[config.mk]
export PLATFORM = sky130hd
export DESIGN_NAME = three_channel_color_transform
export DESIGN_NICKNAME = d
export VERILOG_FILES = /design/src/sv/tcct_pkg.sv /design/src/sv/tcct_calc.sv /design/src/sv/three_channel_color_transform.sv
export SDC_FILE = /design/constraint.sdc
export NUM_CORES = 2
export LEC_CHECK = 0
export BUFFER_PORTS_ARGS = -buffer_cell sky130_fd_sc_hd__buf_4
export CORE_UTILIZATION = 45
export CTS_BUF_LIST = sky130_fd_sc_hd__clkbuf_8 sky130_fd_sc_hd__clkbuf_16
export DETAILED_ROUTE_END_ITERATION = 8
export SLEW_MARGIN = 20
export SYNTH_ARGS = -nofsm -noshare
export SYNTH_HDL_FRONTEND = slang
export SYNTH_SLANG_ARGS = --single-unit
[constraint.sdc]
create_clock -name clk -period 24.7 [get_ports clk]
set_clock_uncertainty 0.2 [all_clocks]
set_input_delay 0 -clock clk [delete_from_list [all_inputs] [get_ports clk]]
set_output_delay 0 -clock clk [all_outputs]
set_load 0.005 [all_outputs]
[src/sv/tcct_pkg.sv]
`timescale 1ns / 1ps

package tcct_pkg;

	typedef struct packed {
		logic [15:0] chan_first;
		logic [15:0] chan_second;
		logic [15:0] chan_third;
	} tcct_pixel_t;

	typedef struct packed {
		logic [15:0] out_first;
		logic [15:0] out_second;
		logic [15:0] out_third;
	} tcct_result_t;

	// Wide enough for every intermediate sum of the matrices.
	typedef logic signed [21:0] tcct_acc_t;

	localparam logic [1:0] VARIANT_TOP  = 2'd0;
	localparam logic [1:0] VARIANT_TOP4 = 2'd1;
	localparam logic [1:0] VARIANT_AVG  = 2'd2;

	localparam logic DIR_FORWARD = 1'b0;
	localparam logic DIR_INVERSE = 1'b1;

	localparam logic REG_VARIANT   = 1'b0;
	localparam logic REG_DIRECTION = 1'b1;

	localparam tcct_acc_t UV_OFFSET = 22'sd32768;

	// ceil(2^19 / 3): exact floor division by 3 for values below 2^18
	localparam logic [17:0] DIV3_RECIP = 18'd174763;
	localparam int unsigned DIV3_SHIFT = 19;

	// Signed division by 2^k, truncating toward zero.
	function automatic tcct_acc_t tcct_sdiv_pow2(tcct_acc_t x, int unsigned k);
		logic [21:0] bias;
		bias = x[21] ? ((22'd1 << k) - 22'd1) : 22'd0;
		return (x + $signed(bias)) >>> k;
	endfunction

	// Signed division by 3 * 2^k, truncating toward zero; |x| >> k stays below 2^18.
	function automatic tcct_acc_t tcct_sdiv3(tcct_acc_t x, int unsigned k);
		logic [21:0] mag;
		logic [17:0] quo;
		logic [35:0] prod;
		logic [21:0] res;
		mag  = x[21] ? 22'(-x) : 22'(x);
		quo  = 18'(mag >> k);
		prod = quo * DIV3_RECIP;
		res  = 22'(prod >> DIV3_SHIFT);
		return x[21] ? -$signed(res) : $signed(res);
	endfunction

	function automatic logic [15:0] tcct_clamp16(tcct_acc_t x);
		logic [15:0] res;
		if (x[21]) begin
			res = 16'd0;
		end else if (x > 22'sd65535) begin
			res = 16'hFFFF;
		end else begin
			res = x[15:0];
		end
		return res;
	endfunction

endpackage

[src/sv/tcct_calc.sv]
`timescale 1ns / 1ps

module tcct_calc import tcct_pkg::*; (
	input  logic [1:0]   variant,
	input  logic         direction,
	input  tcct_pixel_t  pixel,
	output tcct_result_t result
);

	tcct_acc_t a, b, c, u, v;
	tcct_acc_t r0, r1, r2;

	assign a = $signed({6'd0, pixel.chan_first});
	assign b = $signed({6'd0, pixel.chan_second});
	assign c = $signed({6'd0, pixel.chan_third});
	assign u = b - UV_OFFSET;
	assign v = c - UV_OFFSET;

	always_comb begin
		if (direction == DIR_FORWARD) begin
			case (variant)
				VARIANT_TOP4: r0 = c <<< 2;
				VARIANT_AVG:  r0 = tcct_sdiv3(a + b + c, 0);
				default:      r0 = c;
			endcase
			r1 = (a <<< 1) - (c <<< 1) + UV_OFFSET;
			r2 = a - (b <<< 1) + c + UV_OFFSET;
		end else begin
			case (variant)
				VARIANT_TOP4: begin
					r0 = tcct_sdiv_pow2(a + (u <<< 1) + 22'sd2, 2);
					r1 = tcct_sdiv_pow2(a + u - (v <<< 1) + 22'sd2, 2);
					r2 = tcct_sdiv_pow2(a + 22'sd2, 2);
				end
				VARIANT_AVG: begin
					// divide by 12 as a shift by 2 and then by 3
					r0 = tcct_sdiv3(a * 22'sd12 + u * 22'sd3 + (v <<< 1), 2);
					r1 = tcct_sdiv3(a * 22'sd3 - v, 0);
					r2 = tcct_sdiv3(a * 22'sd12 - u * 22'sd3 + (v <<< 1), 2);
				end
				default: begin
					r0 = tcct_sdiv_pow2((a <<< 1) + u, 1);
					r1 = tcct_sdiv_pow2((a <<< 2) + u - (v <<< 1), 2);
					r2 = a;
				end
			endcase
		end
	end

	assign result.out_first  = tcct_clamp16(r0);
	assign result.out_second = tcct_clamp16(r1);
	assign result.out_third  = tcct_clamp16(r2);

endmodule

[src/sv/three_channel_color_transform.sv]
`timescale 1ns / 1ps

// Three-channel color transform between sensor B/M/T and offset Y/U/V space.
// Input: pulse start with a pixel on the pixel port; the pixel is taken at
// any edge where start is high and busy is low. busy stays low, so a pixel
// may be offered in every cycle.
// Output: after a pixel is taken, it passes the input register and then the result
// register; done is then high for one cycle and result holds the three clamped
// channels. Results leave in pixel order at one per cycle; the receiver cannot hold
// them off, so there is no stall. Path: input register, then the matrix,
// divide-by-constant and clamp logic into the result register. Throughput: one pixel
// per cycle, set by the single registered pass through the matrix logic.
// Registers (APB, byte address 4*i): 0 matrix_variant, 1 direction.
// Change them only while no pixel is in flight.
// Reset clears both registers and the in-flight valid flags.

module three_channel_color_transform import tcct_pkg::*; (
	input  logic         clk,
	input  logic         arst_n,
	input  logic         start,
	output logic         busy,
	input  tcct_pixel_t  pixel,
	output logic         done,
	output tcct_result_t result,
	input  logic         psel,
	input  logic         penable,
	input  logic         pwrite,
	input  logic [2:0]   paddr,
	input  logic [31:0]  pwdata,
	output logic [31:0]  prdata,
	output logic         pready
);

	logic [1:0]   variant_q;
	logic         direction_q;
	logic         valid_s1;
	tcct_pixel_t  pixel_s1;
	logic         done_q;
	tcct_result_t result_q;
	tcct_result_t calc_result;
	logic         reg_index;
	logic         reg_write;

	assign busy      = 1'b0;
	assign pready    = 1'b1;
	assign reg_index = paddr[2];
	assign reg_write = psel && penable && pwrite && pready;

	always_ff @(posedge clk or negedge arst_n) begin
		if (!arst_n) begin
			variant_q   <= VARIANT_TOP;
			direction_q <= DIR_FORWARD;
		end else if (reg_write) begin
			case (reg_index)
				REG_VARIANT:   variant_q   <= pwdata[1:0];
				REG_DIRECTION: direction_q <= pwdata[0];
				default:       ;
			endcase
		end
	end

	always_comb begin
		case (reg_index)
			REG_VARIANT:   prdata = {30'd0, variant_q};
			REG_DIRECTION: prdata = {31'd0, direction_q};
			default:       prdata = 32'd0;
		endcase
	end

	always_ff @(posedge clk or negedge arst_n) begin
		if (!arst_n) begin
			valid_s1 <= 1'b0;
			done_q   <= 1'b0;
		end else begin
			valid_s1 <= start && !busy;
			done_q   <= valid_s1;
		end
	end

	always_ff @(posedge clk) begin
		if (start && !busy) begin
			pixel_s1 <= pixel;
		end
		if (valid_s1) begin
			result_q <= calc_result;
		end
	end

	tcct_calc u_calc (
		.variant   (variant_q),
		.direction (direction_q),
		.pixel     (pixel_s1),
		.result    (calc_result)
	);

	assign done   = done_q;
	assign result = result_q;

endmodule

After elaboration in Yosys (flattened, before gate mapping). Index checks and enable logic that the tools add are counted.

Add/subtract/negate cells: 36. Multiply operators: 7. $lt $le $gt $ge: 3. Eq/ne operators: 2. Muxes and demuxes: 24. Bitwise gates (word level): 1. Reductions and logical operators: 4.

Operators by type and width (count): $pmux W22 S2 (4); $mux W22 (7); $mul A18 B18 Y36 const B (4); $add A22 B22 Y22 (6); $neg A17 Y22 (4); $gt A22 B17 Y1 const B (3); $pmux W32 S2 (1); $mux W16 (3); $add A17 B22 Y22 (2); $add A22 B17 Y22 const B (2); $add A22 B18 Y22 (2); $add A22 B3 Y22 const B (2); $sub A22 B18 Y22 (2); $mux W20 (2); $neg A20 Y20 (2); $mul A16 B2 Y18 const B (2); $mux W18 (2); $neg A18 Y18 (2); $sub A16 B16 Y17 const B (2); $add A18 B22 Y22 (1); $add A19 B22 Y22 (1); $add A22 B17 Y22 (1); $mul A22 B3 Y22 const B (1); $sub A22 B22 Y22 (1); 13 further kinds (18).

Bits in registers: 101. Word-level logic and storage cells: 87.

Depth between registers and ports, before layout.
Depth after elaboration: 13. Depth in mapped cells: 55.

By module. Synthesis repeated with hierarchy kept, for this count alone.

Cell total of the unflattened synthesis: 5242. Area total of the unflattened synthesis: 46514.6 um^2.

Modules (own cells, without submodules): tcct_calc (times used 1, cells an instance 5100, area an instance 43168.9 um^2, seq. area each 0.0 um^2); three_channel_color_transform (times used 1, cells an instance 142, area an instance 3345.7 um^2, seq. area each 3007.9 um^2).

Worst setup path before layout. No wires, ideal clock.

Path type: register to register. From: reg pixel_s1[18] (netlist name). To: reg result_q, in the netlist result[42] (data pin). Library setup time: 0.265 ns. Arrival time: 12.873 ns. Required time: 24.235 ns. Slack: 11.361 ns. Cell stages (with the launch flop): 54. Buffers on the path: 3. Cells stage by stage: edfxtp_1 -> ha_1 -> ha_1 -> inv_1 -> fa_1 -> nor2b_1 -> o21ai_0 -> a21boi_0 -> o21ai_0 -> a21boi_0 -> o21ai_0 -> a21boi_0 -> o21ai_0 -> a21o_1 -> a21oi_1 -> o311ai_0 -> o21a_1 -> fa_1 -> [... 18 more ...] -> fa_1 -> fa_1 -> inv_1 -> fa_1 -> inv_1 -> ha_1 -> a21o_1 -> o21bai_1 -> a2111oi_0 -> a211oi_1 -> xnor2_1 -> a21boi_0 -> nand4_1 -> nor4_2 -> a311oi_1 -> o32ai_2 -> nor2_1 -> or3_1.

Word-level cells in the longest chain between the ends: 13.

Ends and longest elaborated chain: start: declaration (RTL line three_channel_color_transform.sv:37) `tcct_pixel_t pixel_s1;`; start signal: assignment (RTL line three_channel_color_transform.sv:82) `pixel_s1 <= pixel;`; $sub A16 B16 Y17 (RTL line tcct_calc.sv:16) `assign u = b - UV_OFFSET;`; $mul A22 B3 Y22 (RTL line tcct_calc.sv:37) `r0 = tcct_sdiv3(a * 22'sd12 + u * 22'sd3 + (v <<< 1), 2);`; $add A22 B22 Y22 (RTL line tcct_calc.sv:37); $add A22 B18 Y22 (RTL line tcct_calc.sv:37); $neg A20 Y20 (RTL line tcct_pkg.sv:49) `mag = x[21] ? 22'(-x) : 22'(x);`; $mux W20 (RTL line tcct_pkg.sv:49); $mul A18 B18 Y36 (RTL line tcct_pkg.sv:51) `prod = quo * DIV3_RECIP;`; $neg A17 Y22 (RTL line tcct_pkg.sv:53) `return x[21] ? -$signed(res) : $signed(res);`; $mux W22 (RTL line tcct_pkg.sv:53); $pmux W22 S2 (RTL line tcct_calc.sv:29) `case (variant)`; $mux W22 * (RTL line tcct_calc.sv:20) `if (direction == DIR_FORWARD) begin`; $gt A22 B17 Y1 (RTL line tcct_pkg.sv:60) `end else if (x > 22'sd65535) begin`; $mux W16 (RTL line tcct_pkg.sv:60); end signal: assignment (RTL line three_channel_color_transform.sv:85) `result_q <= calc_result;`; end: declaration (RTL line three_channel_color_transform.sv:39) `tcct_result_t result_q;`.

Every way passes the cells marked *; elsewhere a longest branch is shown, timed or not. A chain may end at the register's enable or synchronous reset.

Final worst setup path.
From: reg pixel_s1[34] (netlist name). To: reg result_q, in the netlist result[47] (data pin).

Word-level cells in the longest chain between the ends: 12.

Ends and longest elaborated chain (RTL line): $mul A16 B2 Y18 (tcct_calc.sv:37); $add A22 B22 Y22 (tcct_calc.sv:37); $add A22 B18 Y22 (tcct_calc.sv:37); $neg A20 Y20 (tcct_pkg.sv:49); $mux W20 (tcct_pkg.sv:49); $mul A18 B18 Y36 (tcct_pkg.sv:51); $neg A17 Y22 (tcct_pkg.sv:53); $mux W22 (tcct_pkg.sv:53); $pmux W22 S2 (tcct_calc.sv:29); $mux W22 * (tcct_calc.sv:20); $gt A22 B17 Y1 (tcct_pkg.sv:60); $mux W16 (tcct_pkg.sv:60).

Marked as above.

==> impl_metrics.csv <==
group,metric,value,unit
routing,drt_iter0_drc,2807,
worst_setup_path,worstSetupPathType,"flip-flop to flip-flop",
floorplan,io-pin-count,172,
routing,ant_nets,0,
floorplan,coreArea,102200,µm²
worst_setup_path,reg2reg_to,"result[47]$_SDFFCE_PN0P_",
sta,hold_viol_final,0,
clocking,cts-resized-gates,0,
placed_design,gp_congestion,0.9776,
worst_setup_path,rr_worst_depth,48,
synthesis,postSynthCellCount,5318,
final_layout,fin_area,49970,µm²
routing,routed_wl,145700,µm
synthesis,ys_warn_count,0,
global_routing,grt_overflow,0,
sta,fin_crit,15.63,ns
global_routing,grt_pass1_vias,38232,
sta,fin_hold_ws,0.07188,ns
final_layout,multiInputGateArea,38840,µm²
synthesis,synthArstFlopShare,4.950,%
worst_setup_path,regToRegStartpoint,"pixel_s1[34]$_DFFE_PP_",
placed_design,placed_area,49100,µm²
min_path,hold_depth,2,
clocking,clockBufferDepth,2,
final_layout,nFillCells,10132,
floorplan,die_h,323.7,µm
sta,max_freq,0.06396,GHz
worst_setup_path,critPathTopFamily,"compound AO/OA/AOI/OAI gates",
clocking,path_clk_slew,0.10,ns
worst_setup_path,crit_path_frequent_cell,"fa_1",
sta,period_share,63.30,%
routing,wl_per_cell,21.30,µm
worst_setup_path,worstPathRequired,24.70,ns
synthesis,synth-seq-cells,101,
global_routing,track_usage,28.21,%
sta,worst_pin_slew,1.190,ns
sta,relSlewSlack,20.46,%
global_routing,grt_max_degree,50,
flow_run,max_cap_viol_count,0,
clocking,htreeDepth,3,
min_path,hold_start,"pixel[42]",
run_status,status,"complete, no violations",
routing,drc,0,
sta,tns,0,ns
final_layout,finalNonFillerCells,6842,
final_layout,area_growth,7.342,%
synthesis,synth_edf_count,96,
synthesis,avgSynthCellArea,8.754,µm²
worst_setup_path,end_kind,"flip-flop",
final_layout,finalNetCount,7021,
placed_design,port_buffers,107,
min_path,min_delay_worst_endpoint,"pixel_s1[42]$_DFFE_PP_",
sta,setup_viol,0,
synthesis,synth_area,46560,µm²
clocking,cts_root_buf,"clkbuf_16",
placed_design,dpl.hpwl,123400,µm
final_layout,drive_gt1_share,5.608,%
routing,vias_per_cell,5.641,
global_routing,antenna_found_initial,1,
routing,drtPass1Iterations,6,
clocking,ctsHoldBuffers,57,
worst_setup_path,start_kind,"flip-flop",
worst_setup_path,path_buf_inv,6,
final_layout,diodes,0,
clocking,cts_setup_buffers,0,
worst_setup_path,cpPeakStageDelay,0.89,ns
floorplan,die_w,323.7,µm
routing,vias,38594,
global_routing,grt_pass1_wl,224100,µm
floorplan,die_area,104700,µm²
clocking,clkLatencyLatePin,0.44,ns
clocking,cts_sinks,101,
synthesis,synth.distinct_cells,113,
synthesis,seq_area_frac_synth,6.461,%
final_layout,regArea,3010,µm²
clocking,cts_buffers,9,
clocking,cts_tree,"done",
placed_design,dp.cells,6769,
sta,drv_slew,0,
worst_setup_path,arrival,15.64,ns
sta,grt_setup_unrepaired,"no",
synthesis,synth_ff_type,"edfxtp_1",
worst_setup_path,r2r_slack,9.07,ns
worst_setup_path,critPathMaxFanout,38,
floorplan,start_util,45.56,%
worst_setup_path,critPathSlowestCell,"xnor2_1",
floorplan,rows,117,
min_path,hold_class,"input port to flip-flop",
worst_setup_path,worstSetupStartpoint,"pixel_s1[34]$_DFFE_PP_",
routing by layer:
layer | share of wire (%) | track usage, % | vias to the layer above
li1 | - | - | 18293
met1 | 45 | 38.72 | 18950
met2 | 46 | 46.18 | 1123
met3 | 5.9 | 3.652 | 228
met4 | 3.1 | 8.291 | 0
met5 | 0 | 0 | -
per-stage QoR:
stage,setup WS (ns),utilization [%]
finish,9.066,48.91
floorplan,11.36,-
CTS,9.199,48.91
global route,8.025,48.91
global placement,9.451,48.05
detailed placement,9.291,48.05
registers in the layout (all words and copies together) (netlist names):
name / count
variant_q: 2
pixel_s1: 48
direction_q: 1
done: 1
valid_s1: 1
result: 48
layout by cell type, fill, tap and decap left out, drive strengths merged, types with 30 or more instances in the layout:
cell	count
fa	536
nand3	81
o21bai	37
nor2b	46
and3	48
a21o	106
xor2	136
dlygate4sd3	57
and2	42
buf	173
xnor2	241
conb	32
nand2	222
a211oi	41
o21a	60
or3	31
a221oi	30
nand2b	41
o211ai	35
a31oi	52
nor3	84
nor2	219
o21ai	189
edfxtp	96
or2	32
inv	1130
a21oi	303
ha	927
a211o	32
nand4	34
layout make-up:
| type | instances | share of cell area (%) |
|---|---|---|
| Clock buffer | 9 | 0.4507 |
| Clock inverter | 7 | 0.1627 |
| Inverter | 1129 | 8.480 |
| Multi-Input combinational cell | 3998 | 77.72 |
| Sequential cell | 101 | 6.024 |
| Tap cell | 1368 | 3.425 |
| Timing Repair Buffer | 230 | 3.741 |
worst max-delay path by stage:
stage / end / slack, ns / depth (start not counted)
global placement: result[42]$_SDFFCE_PN0P_ / 9.45 / 50
finish: result[47]$_SDFFCE_PN0P_ / 9.07 / 48
floorplan: result[42]$_SDFFCE_PN0P_ / 11.36 / 53
CTS: result[42]$_SDFFCE_PN0P_ / 9.20 / 50
detailed placement: result[42]$_SDFFCE_PN0P_ / 9.29 / 50
global route: result[42]$_SDFFCE_PN0P_ / 8.02 / 49
synthesized netlist by cell type, drive strengths merged (13+ instances only):
master      n  share of area [%]
o22ai      13               0.17
o21ai     189                2.1
and3       48               0.66
o211ai     35               0.56
and2       42               0.56
a311oi     20               0.40
a21oi     303                3.4
a21boi     21               0.34
nor2      219                1.8
nor4       22               0.39
a31oi      52               0.74
a21o      106                1.7
clkbuf     67               0.54
buf        53               0.77
nor3       84               0.90
nand4      34               0.49
fa        536                 23
nand2     222                1.8
a221oi     30               0.56
a211o      32               0.60
inv      1126                9.1
o21a       60               0.97
o21bai     37               0.60
xor2      136                2.6
or2        32               0.43
xnor2     241                4.5
ha        927                 25
nand2b     41               0.55
mux2i      14               0.30
a2111oi    18               0.45
or3        31               0.43
edfxtp     96                6.2
nor3b      15               0.24
o221ai     23               0.45
o31ai      27               0.45
a211oi     41               0.70
nand3      81               0.87
nor2b      46               0.63
worst reg2reg max path, delay by kind of cell (launching register included):
kind / cells / cell delay (ns)
XOR/XNOR: 4 / 1.58
buffers and inverters: 6 / 0.90
AND/OR/NAND/NOR: 7 / 1.45
flip-flops: 1 / 0.84
AO/OA/AOI/OAI: 21 / 5.57
adder cells (fa/ha/maj): 10 / 4.88
logic make-up after synthesis:
| logic type | after synthesis | share of synthesized area (%) |
|---|---|---|
| AO/OA/AOI/OAI | 1132 | 16.75 |
| XOR/XNOR | 377 | 7.092 |
| adder cells (fa/ha/maj) | 1463 | 47.96 |
| buffers and inverters | 1249 | 10.42 |
| flip-flops | 101 | 6.461 |
| multiplexers | 22 | 0.5187 |
| other | 2 | 0.01613 |
| AND/OR/NAND/NOR | 972 | 10.78 |
Power is left out: the tool's default activity adds up to more than one toggle a clock period on the data nets, which glitch-free logic cannot reach.
